[src/hw/rtl/kcl_pkg.sv]
// Shared types, constants and helper functions for the keypad code lock.
// No dependencies; every other file in hw/rtl uses this package.
package kcl_pkg;

  localparam int CodeLength = 6;
  localparam int CntW       = $clog2(CodeLength + 1);

  // Decoded key codes; digits decode to their own value 0..9
  localparam logic [3:0] KeyStar = 4'd10;
  localparam logic [3:0] KeyHash = 4'd11;
  localparam logic [3:0] KeyA    = 4'd12;
  localparam logic [3:0] KeyB    = 4'd13;
  localparam logic [3:0] KeyC    = 4'd14;
  localparam logic [3:0] KeyD    = 4'd15;
  localparam logic [3:0] KeyMaxDigit = 4'd9;

  // Configuration register indexes
  typedef enum logic [1:0] {
    CfgMaxErrors   = 2'd0,
    CfgLockoutTicks = 2'd1,
    CfgUnlockTicks = 2'd2,
    CfgResetKeyEn  = 2'd3
  } cfg_idx_e;

  typedef logic [CodeLength-1:0][3:0] code_t;

  typedef struct packed {
    logic       op;
    logic [3:0] key_index;
  } kcl_in_t;

  typedef struct packed {
    logic [2:0] lock_mode;
    logic       relay_open;
    logic       green_led;
    logic       red_led;
    logic [3:0] event_code;
    logic [3:0] errors_now;
  } kcl_out_t;

  typedef struct packed {
    logic [3:0]  max_errors;
    logic [15:0] lockout_ticks;
    logic [15:0] unlock_ticks;
    logic        reset_key_enable;
  } kcl_cfg_t;

  // Column-major 4x4 keypad: 1,4,7,*,2,5,8,0,3,6,9,#,A,B,C,D
  function automatic logic [3:0] key_decode(input logic [3:0] idx);
    logic [3:0] k;
    case (idx)
      4'd0:    k = 4'd1;
      4'd1:    k = 4'd4;
      4'd2:    k = 4'd7;
      4'd3:    k = KeyStar;
      4'd4:    k = 4'd2;
      4'd5:    k = 4'd5;
      4'd6:    k = 4'd8;
      4'd7:    k = 4'd0;
      4'd8:    k = 4'd3;
      4'd9:    k = 4'd6;
      4'd10:   k = 4'd9;
      4'd11:   k = KeyHash;
      4'd12:   k = KeyA;
      4'd13:   k = KeyB;
      4'd14:   k = KeyC;
      default: k = KeyD;
    endcase
    return k;
  endfunction

  // Factory code 1 2 3 4 5 6, repeating for longer codes
  function automatic code_t first_code();
    code_t c;
    for (int i = 0; i < CodeLength; i++) begin
      c[i] = 4'((i % 6) + 1);
    end
    return c;
  endfunction

endpackage

[src/hw/rtl/kcl_in_if.sv]
// Valid/ready channel carrying one keypad event or timer tick per beat.
// Depends on kcl_pkg for the payload type.
interface kcl_in_if;
  logic            valid;
  logic            ready;
  kcl_pkg::kcl_in_t data;

  modport source (output valid, output data, input ready);
  modport sink   (input valid, input data, output ready);
endinterface

[src/hw/rtl/kcl_out_if.sv]
// Valid/ready channel carrying one lock status result per beat.
// Depends on kcl_pkg for the payload type.
interface kcl_out_if;
  logic              valid;
  logic              ready;
  kcl_pkg::kcl_out_t data;

  modport source (output valid, output data, input ready);
  modport sink   (input valid, input data, output ready);
endinterface

[src/hw/rtl/kcl_fsm.sv]
// Lock state machine: mode, entry buffer, codes, error count and timer.
// Updates on each step strobe and presents the result combinationally.
// Depends on kcl_pkg.
module kcl_fsm (
  input  logic              clk_i,
  input  logic              rst_ni,
  input  logic              step_i,
  input  kcl_pkg::kcl_in_t  item_i,
  input  kcl_pkg::kcl_cfg_t cfg_i,
  output kcl_pkg::kcl_out_t result_o
);

  typedef enum logic [2:0] {
    ModeIdle    = 3'd0,
    ModeEnter   = 3'd1,
    ModeOpen    = 3'd3,
    ModeLockout = 3'd4,
    ModeOld     = 3'd5,
    ModeNew     = 3'd6
  } mode_e;

  typedef enum logic [3:0] {
    EvNone       = 4'd0,
    EvDigit      = 4'd1,
    EvIgnored    = 4'd2,
    EvWrong      = 4'd3,
    EvUnlocked   = 4'd4,
    EvLockout    = 4'd5,
    EvEntryStart = 4'd6,
    EvCancel     = 4'd7,
    EvChangeStart = 4'd8,
    EvOldOk      = 4'd9,
    EvFirstNew   = 4'd10,
    EvChanged    = 4'd11,
    EvRelock     = 4'd12,
    EvErrClear   = 4'd13
  } ev_e;

  localparam logic [1:0] PhaseNone  = 2'd0;
  localparam logic [1:0] PhaseFirst = 2'd1;
  localparam logic [1:0] PhaseSecond = 2'd2;

  localparam int CntW = kcl_pkg::CntW;
  localparam logic [CntW-1:0] FullCnt = CntW'(kcl_pkg::CodeLength);

  mode_e                  mode_q, mode_d;
  kcl_pkg::code_t         entry_q, entry_d;
  logic [CntW-1:0]        cnt_q, cnt_d;
  kcl_pkg::code_t         stored_q, stored_d;
  kcl_pkg::code_t         pend_q;
  logic                   pend_we;
  logic [1:0]             phase_q, phase_d;
  logic [3:0]             wrong_q, wrong_d;
  logic [15:0]            timer_q, timer_d;
  ev_e                    ev;
  logic [3:0]             key;
  logic                   match_stored, match_pend, full;
  logic [3:0]             wrong_inc;

  always_comb begin
    mode_d   = mode_q;
    entry_d  = entry_q;
    cnt_d    = cnt_q;
    stored_d = stored_q;
    pend_we  = 1'b0;
    phase_d  = phase_q;
    wrong_d  = wrong_q;
    timer_d  = timer_q;
    ev       = EvNone;

    key          = kcl_pkg::key_decode(item_i.key_index);
    full         = (cnt_q == FullCnt);
    match_stored = full && (entry_q == stored_q);
    match_pend   = full && (entry_q == pend_q);
    wrong_inc    = (wrong_q == 4'd15) ? wrong_q : wrong_q + 4'd1;

    if (item_i.op) begin
      if (mode_q == ModeOpen || mode_q == ModeLockout) begin
        if (timer_q > 16'd1) begin
          timer_d = timer_q - 16'd1;
        end else begin
          timer_d = '0;
          mode_d  = ModeIdle;
          if (mode_q == ModeLockout) begin
            wrong_d = '0;
            ev      = EvErrClear;
          end else begin
            ev = EvRelock;
          end
        end
      end
    end else if (mode_q == ModeLockout) begin
      ev = EvIgnored;
    end else if (key <= kcl_pkg::KeyMaxDigit) begin
      if ((mode_q inside {ModeEnter, ModeOld, ModeNew}) && cnt_q < FullCnt) begin
        for (int i = 0; i < kcl_pkg::CodeLength; i++) begin
          if (cnt_q == CntW'(i)) entry_d[i] = key;
        end
        cnt_d = cnt_q + CntW'(1);
        ev    = EvDigit;
      end
    end else begin
      unique case (key)
        kcl_pkg::KeyHash: begin
          entry_d = '0;
          cnt_d   = '0;
          if (mode_q == ModeEnter) begin
            if (match_stored) begin
              wrong_d = '0;
              mode_d  = ModeOpen;
              timer_d = cfg_i.unlock_ticks;
              ev      = EvUnlocked;
            end else begin
              wrong_d = wrong_inc;
              if (wrong_inc >= cfg_i.max_errors) begin
                mode_d  = ModeLockout;
                timer_d = cfg_i.lockout_ticks;
                ev      = EvLockout;
              end else begin
                mode_d = ModeIdle;
                ev     = EvWrong;
              end
            end
          end else if (mode_q == ModeOld) begin
            if (match_stored) begin
              phase_d = PhaseFirst;
              mode_d  = ModeNew;
              ev      = EvOldOk;
            end else begin
              phase_d = PhaseNone;
              mode_d  = ModeIdle;
              ev      = EvWrong;
            end
          end else if (mode_q == ModeNew) begin
            if (phase_q != PhaseSecond) begin
              if (full) begin
                pend_we = 1'b1;
                phase_d = PhaseSecond;
                ev      = EvFirstNew;
              end else begin
                phase_d = PhaseNone;
                mode_d  = ModeIdle;
                ev      = EvWrong;
              end
            end else begin
              if (match_pend) begin
                stored_d = pend_q;
                ev       = EvChanged;
              end else begin
                ev = EvWrong;
              end
              phase_d = PhaseNone;
              mode_d  = ModeIdle;
            end
          end
        end
        kcl_pkg::KeyStar: begin
          entry_d = '0;
          cnt_d   = '0;
          phase_d = PhaseNone;
          mode_d  = ModeIdle;
          ev      = EvCancel;
        end
        kcl_pkg::KeyA: begin
          if (mode_q == ModeIdle) begin
            mode_d  = ModeEnter;
            entry_d = '0;
            cnt_d   = '0;
            ev      = EvEntryStart;
          end
        end
        kcl_pkg::KeyB: begin
          if (mode_q == ModeOpen) begin
            mode_d  = ModeOld;
            phase_d = PhaseNone;
            entry_d = '0;
            cnt_d   = '0;
            ev      = EvChangeStart;
          end
        end
        kcl_pkg::KeyC: begin
          if (mode_q == ModeOpen) begin
            mode_d = ModeIdle;
            ev     = EvRelock;
          end
        end
        default: begin
          // key D
          if (cfg_i.reset_key_enable) begin
            wrong_d = '0;
            ev      = EvErrClear;
          end
        end
      endcase
    end
  end

  always_ff @(posedge clk_i or negedge rst_ni) begin
    if (!rst_ni) begin
      mode_q   <= ModeIdle;
      entry_q  <= '0;
      cnt_q    <= '0;
      stored_q <= kcl_pkg::first_code();
      phase_q  <= PhaseNone;
      wrong_q  <= '0;
      timer_q  <= '0;
    end else if (step_i) begin
      mode_q   <= mode_d;
      entry_q  <= entry_d;
      cnt_q    <= cnt_d;
      stored_q <= stored_d;
      phase_q  <= phase_d;
      wrong_q  <= wrong_d;
      timer_q  <= timer_d;
    end
  end

  // Pending code is plain storage, written only by the first new entry
  always_ff @(posedge clk_i) begin
    if (step_i && pend_we) begin
      pend_q <= entry_q;
    end
  end

  always_comb begin
    result_o.lock_mode  = mode_d;
    result_o.relay_open = (mode_d == ModeOpen);
    result_o.green_led  = (mode_d == ModeOpen);
    result_o.red_led    = (mode_d == ModeLockout);
    result_o.event_code = ev;
    result_o.errors_now = wrong_d;
  end

  a_lockout_keys_hold: assert property (@(posedge clk_i) disable iff (!rst_ni)
    step_i && !item_i.op && mode_q == ModeLockout |=> mode_q == ModeLockout)
    else $error("key press left lockout");

  a_wrong_monotonic: assert property (@(posedge clk_i) disable iff (!rst_ni)
    step_i |=> wrong_q == 4'd0 || wrong_q >= $past(wrong_q))
    else $error("error count dropped without clearing");

  a_cnt_bound: assert property (@(posedge clk_i) disable iff (!rst_ni)
    cnt_q <= FullCnt)
    else $error("entry count past code length");

  a_phase_mode: assert property (@(posedge clk_i) disable iff (!rst_ni)
    (mode_q == ModeNew) == (phase_q != PhaseNone))
    else $error("change phase out of step with mode");

endmodule

[src/hw/rtl/keypad_code_lock_controller.sv]
// Top level of the keypad code lock: handshakes, input and result registers,
// configuration registers. Depends on kcl_pkg, kcl_in_if, kcl_out_if, kcl_fsm.
//
//   channel   dir   payload                                         beat when
//   in_ch     in    op, key_index                                   valid & ready
//   out_ch    out   lock_mode, relay_open, green_led, red_led,      valid & ready
//                   event_code, errors_now
//   cfg       in    cfg_idx_i, cfg_data_i                           cfg_we_i
//
// One beat per cycle while out_ch is ready; each beat passes through the input
// register, then the state update into the result register.
// Reset restores the factory code 1 2 3 4 5 6 and state and config defaults at once.
// A stalled result holds the input register; in_ch.ready drops only when both
// the input and result registers are full and the result is not being taken.
module keypad_code_lock_controller (
  input  logic         clk_i,
  input  logic         rst_ni,
  kcl_in_if.sink       in_ch,
  kcl_out_if.source    out_ch,
  input  logic         cfg_we_i,
  input  logic [1:0]   cfg_idx_i,
  input  logic [15:0]  cfg_data_i
);

  logic              in_vld_q;
  kcl_pkg::kcl_in_t  in_q;
  logic              out_vld_q;
  kcl_pkg::kcl_out_t out_q;
  kcl_pkg::kcl_out_t result;
  kcl_pkg::kcl_cfg_t cfg_q;
  logic              advance;
  logic              step;

  assign advance     = !out_vld_q || out_ch.ready;
  assign step        = in_vld_q && advance;
  assign in_ch.ready = !in_vld_q || step;

  assign out_ch.valid = out_vld_q;
  assign out_ch.data  = out_q;

  always_ff @(posedge clk_i or negedge rst_ni) begin
    if (!rst_ni) begin
      in_vld_q  <= 1'b0;
      out_vld_q <= 1'b0;
    end else begin
      if (in_ch.ready) begin
        in_vld_q <= in_ch.valid;
      end
      if (step) begin
        out_vld_q <= 1'b1;
      end else if (out_ch.ready) begin
        out_vld_q <= 1'b0;
      end
    end
  end

  always_ff @(posedge clk_i) begin
    if (in_ch.ready && in_ch.valid) begin
      in_q <= in_ch.data;
    end
    if (step) begin
      out_q <= result;
    end
  end

  always_ff @(posedge clk_i or negedge rst_ni) begin
    if (!rst_ni) begin
      cfg_q.max_errors       <= 4'd3;
      cfg_q.lockout_ticks    <= 16'd300;
      cfg_q.unlock_ticks     <= 16'd50;
      cfg_q.reset_key_enable <= 1'b1;
    end else if (cfg_we_i) begin
      unique case (kcl_pkg::cfg_idx_e'(cfg_idx_i))
        kcl_pkg::CfgMaxErrors:    cfg_q.max_errors       <= cfg_data_i[3:0];
        kcl_pkg::CfgLockoutTicks: cfg_q.lockout_ticks    <= cfg_data_i;
        kcl_pkg::CfgUnlockTicks:  cfg_q.unlock_ticks     <= cfg_data_i;
        default:                  cfg_q.reset_key_enable <= cfg_data_i[0];
      endcase
    end
  end

  kcl_fsm u_fsm (
    .clk_i    (clk_i),
    .rst_ni   (rst_ni),
    .step_i   (step),
    .item_i   (in_q),
    .cfg_i    (cfg_q),
    .result_o (result)
  );

endmodule
[src/flat_wrapper.sv]
// flat-port wrapper written by rule: the top's interface ports become plain ports
module keypad_code_lock_controller_flat 
  (clk_i, rst_ni, cfg_we_i, cfg_idx_i, cfg_data_i, in_ch_valid, in_ch_data, in_ch_ready, out_ch_valid, out_ch_data, out_ch_ready);
  kcl_in_if in_ch_i ();
  kcl_out_if out_ch_i ();
  input  logic clk_i;
  input  logic rst_ni;
  input  logic cfg_we_i;
  input  logic [1:0] cfg_idx_i;
  input  logic [15:0] cfg_data_i;
  input wire logic [$bits(in_ch_i.valid)-1:0] in_ch_valid;
  input wire logic [$bits(in_ch_i.data)-1:0] in_ch_data;
  output wire logic [$bits(in_ch_i.ready)-1:0] in_ch_ready;
  output wire logic [$bits(out_ch_i.valid)-1:0] out_ch_valid;
  output wire logic [$bits(out_ch_i.data)-1:0] out_ch_data;
  input wire logic [$bits(out_ch_i.ready)-1:0] out_ch_ready;
  assign in_ch_i.valid = in_ch_valid;
  assign in_ch_i.data = in_ch_data;
  assign in_ch_ready = in_ch_i.ready;
  assign out_ch_valid = out_ch_i.valid;
  assign out_ch_data = out_ch_i.data;
  assign out_ch_i.ready = out_ch_ready;
  keypad_code_lock_controller u_core (.clk_i(clk_i), .rst_ni(rst_ni), .in_ch(in_ch_i), .out_ch(out_ch_i), .cfg_we_i(cfg_we_i), .cfg_idx_i(cfg_idx_i), .cfg_data_i(cfg_data_i));
endmodule
[config.mk]
export PLATFORM = sky130hd
export DESIGN_NAME = keypad_code_lock_controller_flat
export DESIGN_NICKNAME = d
export VERILOG_FILES = /design/src/hw/rtl/kcl_pkg.sv /design/src/hw/rtl/kcl_in_if.sv /design/src/hw/rtl/kcl_out_if.sv /design/src/hw/rtl/kcl_fsm.sv /design/src/hw/rtl/keypad_code_lock_controller.sv /design/src/flat_wrapper.sv
export SDC_FILE = /design/constraint.sdc
export NUM_CORES = 1
export LEC_CHECK = 0
export BUFFER_PORTS_ARGS = -buffer_cell sky130_fd_sc_hd__buf_2
export CAP_MARGIN = 20
export CORE_MARGIN = 3
export CORE_UTILIZATION = 55
export CTS_BUF_LIST = sky130_fd_sc_hd__clkbuf_16
export DETAILED_ROUTE_END_ITERATION = 12
export PLACE_DENSITY = 0.79
export RECOVER_POWER = 50
export SYNTH_ARGS = -nofsm -noshare
export SYNTH_HDL_FRONTEND = slang
export SYNTH_HIERARCHICAL = 1
export SYNTH_SLANG_ARGS = --single-unit
[constraint.sdc]
create_clock -name clk_i -period 10.1 [get_ports clk_i]
set_input_delay 1.01 -clock clk_i [delete_from_list [all_inputs] [get_ports clk_i]]
set_output_delay 1.01 -clock clk_i [all_outputs]
set_load 0.1 [all_outputs]
# == Word-level counts from Yosys, hierarchy flattened ==
# Memories as Yosys holds them, arrays and structs flattened. A register that Yosys moved wholly into a read port is not among the register bits.
# Cells that the tools add are included.
# op_classes
n_addsub,3
reduce_logical,38
muxes,94
magnitude_cmp,4
bitwise_logic,7
n_eq_ne,39
# op_table
cell,count
$mux W16,9
$mux W4,32
$mux W24,4
$pmux W24 S3,1
$mux W3,23
$reduce_and A8 Y1,7
$eq A24 B24 Y1,2
$eq A4 B4 Y1 const B,6
$eq A3 B3 Y1 const B,7
$pmux W4 S5,1
$ne A2 B1 Y1 const B,9
$gt A16 B1 Y1 const B,1
$sub A16 B1 Y16 const B,1
$pmux W3 S5,1
$mux W1,14
$reduce_and A7 Y1,2
$eq A3 B2 Y1 const B,4
$mux W2,6
$reduce_and A10 Y1,1
$ne A3 B3 Y1 const B,3
$pmux W3 S3,1
$reduce_bool A3 Y1,3
$ne A2 B2 Y1 const B,4
$pmux W4 S2,1
21 further kinds,42
# word_totals
n_memories,1
word_cells,222
inputBits,28
rom_bits,64
output_inout_bits,16
ff_bits,157
# memory_table
name,depth,word_bits,rd,rd_ports_with_merged_regs,wr,line,source
(no name shown),16,4,1,1,0,kcl_pkg.sv:51,case (idx)

# == Longest topological paths before layout ==
# depth
ltp_word,11
mapped_depth,13
depth_no_buf,11

# == Cells and area by module ==
# The synthesis kept the hierarchy.
# by_module_without_submodules
mod,seq_area_each_um2,n_inst,area_per_inst_um2,cells_each
kcl_fsm,2633.8,1,6367.4,615
keypad_code_lock_controller,1559.0,1,2183.3,107

# == Least setup slack after synthesis ==
# No wires, ideal clock.
# synth_timing
kind,in2reg
start,in out_ch_ready
end,reg u_core/u_fsm/pend_q[0] (netlist bit) (enable)
arrival_ns,4.460
setup_slack_ns,5.174
required_ns,9.634
cell_stages,5
path_cell_list,nand2b_1 and2_1 clkbuf_1 nand3_1 nor4_1
# synth_between
elab_chain_cells,3
# synth_lines
element,line,source
from (decl),flat_wrapper.sv:16,input wire logic [$bits(out_ch_i.ready)-1:0] out_ch_ready;
$logic_or A1 B1 Y1,keypad_code_lock_controller.sv:34,assign advance = !out_vld_q || out_ch.ready;
$logic_and A1 B1 Y1,keypad_code_lock_controller.sv:35,assign step = in_vld_q && advance;
via u_core.step,keypad_code_lock_controller.sv:32,logic step;
$logic_and A1 B1 Y1,kcl_fsm.sv:220,if (step_i && pend_we) begin
to (signal assigned),kcl_fsm.sv:221,pend_q <= entry_q;
to (decl),kcl_fsm.sv:50,kcl_pkg::code_t pend_q;
# The timed path passes the listed nets, and every way through them passes these cells.
# A chain may end at the register's enable or synchronous reset.

==> out/metrics.yaml <==
whs_ns: 0.493
clkTransAtPathRegs_ns: 0.06
pre_cts_ws_ns: 6.28
grt_pass1_wl_um: 32000
hold_buffers: 0
status: "complete, but fails checks"
rows: 44
cts_sinks: 158
clk_latency_ns: 0.43
synth_fp_nets: 768
cts_tree: "done"
end_kind: "async pin"
pin_count: 44
antenna_cells: 0
synth_seq_cells: 158
cpMostUsedCell: "clkbuf_1"
slowest_delay_ns: 2.71
crit_slowest_cell: "clkbuf_1"
core-area_um2: 14900
dp_cells: 926
cp-start-kind: "input pin"
syn_area_um2: 8550
synth_seq_area_share: 0.490
cts_buffer_depth: 2
synth_edf_count: 43
place_hpwl_um: 13600
drv_cap: 2
drc_errors: 0
root_buffer: "clkbuf_16"
post_synth.cell_area_avg_um2: 11.8
cellPowerDensity_nw_per_um2: 243
die_height_um: 131
final_util: 0.631
ant_nets: 0
path_cells: "clkbuf_1, clkbuf_1"
gp_congestion: 0.955
viasPerCell: 6.39
place_area_um2: 8860
dr.pass1.iters: 6
layout-drive-gt1-share: 0.209
finalPower_mw: 2.28
cts_resized: 0
fin_crit_sh: 0.578
wl_um: 19600
fill_cells: 1132
crit_buf_inv: 2
slew_viol_final: 118
synthCells: 722
crit_fanout: 72
htree_levels: 4
finalClockSkew_ns: 0.0131
p_leak_nw: 3.88
synth_ff_type: "dfrtp_1"
antenna_found_initial: 0
setup_tns_ns: 0
fin_cells: 958
tightest_slew_ns: 3.69
period_minus_slack_ns: 5.84
cts_made_buffers: 17
initial_core_util: 0.575
vias: 6124
wl_per_cell_um: 20.4
slew_headroom: -1.46
min_path_type: "reg -> reg"
drtIter0Drc: 721
critPathTopFamily: "buffers and inverters"
die_area_um2: 17100
hold_viol: 0
synth_warnings: 6
fin_area_um2: 9380
violations: "capacitance limit, slew limit"
io_buffers: 43
setup_viol: 0
synthToLayoutAreaGrowth_pct: 9.70
synthArstFlopShare: 0.728
layout_setup_ws_ns: 4.26
final_net_count: 807
post-cts-setup-buffers: 0
grt_overflow_total: 0
grt_max_degree: 73
rsz0062_at_grt: "no"
vdd_drop_max_mv: 0.159
track_usage: 0.241
synth.distinct_cells: 79
path_class: "in -> async"
dieWidth_um: 131
worstPathRequired_ns: 9.79
cp.arrival_ns: 5.53
grt_pass1_vias: 6178
fmax_mhz: 171
==> cells by family (layout without fill, tap and decap cells) <==
kind of cell / after synthesis / count (layout) / synth area share
simple gates: 199 / 199 / 0.127
flops: 158 / 158 / 0.490
compound gates: 149 / 149 / 0.131
mux: 93 / 93 / 0.138
buf+inv: 55 / 107 / 0.0358
xor+xnor: 49 / 49 / 0.0502
fa+ha+maj: 19 / 19 / 0.0275
==> sequential cells by signal, summed over array words and instances, names as in the netlist, 4 cells and up <==
signal / count
u_core/cfg_q: 37
u_core/in_q: 5
u_core/out_ch.data: 14
u_core/u_fsm/entry_q: 24
u_core/u_fsm/pend_q: 24
u_core/u_fsm/stored_q: 24
u_core/u_fsm/timer_q: 16
u_core/u_fsm/wrong_q: 4
==> metal layers <==
layer	GRT usage	wire, um	up-vias
li1	-	-	2781
met1	0.327	8380	3039
met2	0.387	9380	267
met3	0.0533	1470	37
met4	0.0799	315	0
met5	0	0	-
==> cell usage after synthesis (7+ instances only) <==
| master | number | area [um2] |
|---|---|---|
| o21ai_0 | 38 | 190 |
| nand2_1 | 38 | 143 |
| nor3_1 | 14 | 70.1 |
| mux2_2 | 31 | 349 |
| o22ai_1 | 13 | 81.3 |
| dfrtp_1 | 96 | 2400 |
| edfxtp_1 | 43 | 1290 |
| a21oi_1 | 10 | 50.1 |
| ha_1 | 18 | 225 |
| nor4_1 | 11 | 68.8 |
| inv_1 | 26 | 97.6 |
| clkbuf_1 | 11 | 41.3 |
| a32o_1 | 15 | 150 |
| a22o_1 | 13 | 114 |
| nand4_1 | 13 | 81.3 |
| mux2_4 | 41 | 616 |
| xor2_1 | 24 | 210 |
| nor2b_1 | 7 | 43.8 |
| nor2_1 | 43 | 161 |
| nand2b_1 | 10 | 62.6 |
| xnor2_1 | 25 | 219 |
| nand3_1 | 22 | 110 |
| mux2i_1 | 19 | 190 |
| dfstp_2 | 19 | 499 |
==> final timing paths <==
check	start	end	slack [ns]	cells after the start
worst max-delay path	rst_ni	u_core/u_fsm/timer_q[2]	4.26	2
worst min-delay path	u_core/in_vld_q	u_core/out_ch.valid	0.49	1
worst max register to register	u_core/out_ch.valid	u_core/u_fsm/timer_q[2]	6.04	9
worst min register to register	u_core/in_vld_q	u_core/out_ch.valid	0.49	1
max in group clk_i	out_ch_ready	u_core/u_fsm/timer_q[2]	5.76	10
min in group asynchronous	rst_ni	u_core/u_fsm/stored_q[10]	1.35	1
==> worst reg2reg max path: cells and delay by family (launching register included) <==
kind,cells,cell delay (ns)
AO/OA/AOI/OAI,4,1.46
flip-flops,1,0.40
buffers and inverters,2,1.37
AND/OR/NAND/NOR,3,0.71
==> cells in the final DEF, fill, tap and decap left out, drive strengths merged, types with 6 or more instances in the layout <==
master   instances
nor4            12
a22o            13
o32ai            6
dfstp           19
nor3            17
and2             6
nand2           38
dfrtp           96
or3              6
clkbuf          27
o22ai           14
inv             34
o211ai           6
buf             41
mux2            74
nor2            44
ha              18
xor2            24
nand2b          10
o2111ai          6
o21ai           40
nor2b            7
a21oi           11
a32o            15
mux2i           19
edfxtp          43
nand4           13
xnor2           25
nand3           23
==> area by class of cell <==
cell class                 count  area, um2  share of cell area
clock buffer                  19        475              0.0507
clock inverter                13        170              0.0181
inverter                      26       97.6              0.0104
multi-input combinational    509       3950               0.421
sequential                   158       4190               0.447
tap                          184        230              0.0245
timing repair buffer          49        265              0.0283
==> power breakdown <==
part / internal, mW / leakage, nW / switching [mW]
Clock: 0.424 / 0.321 / 0.269
Sequential: 0.795 / 1.80 / 0.150
Combinational: 0.249 / 1.76 / 0.395
Power figures use the tool's default switching activity.
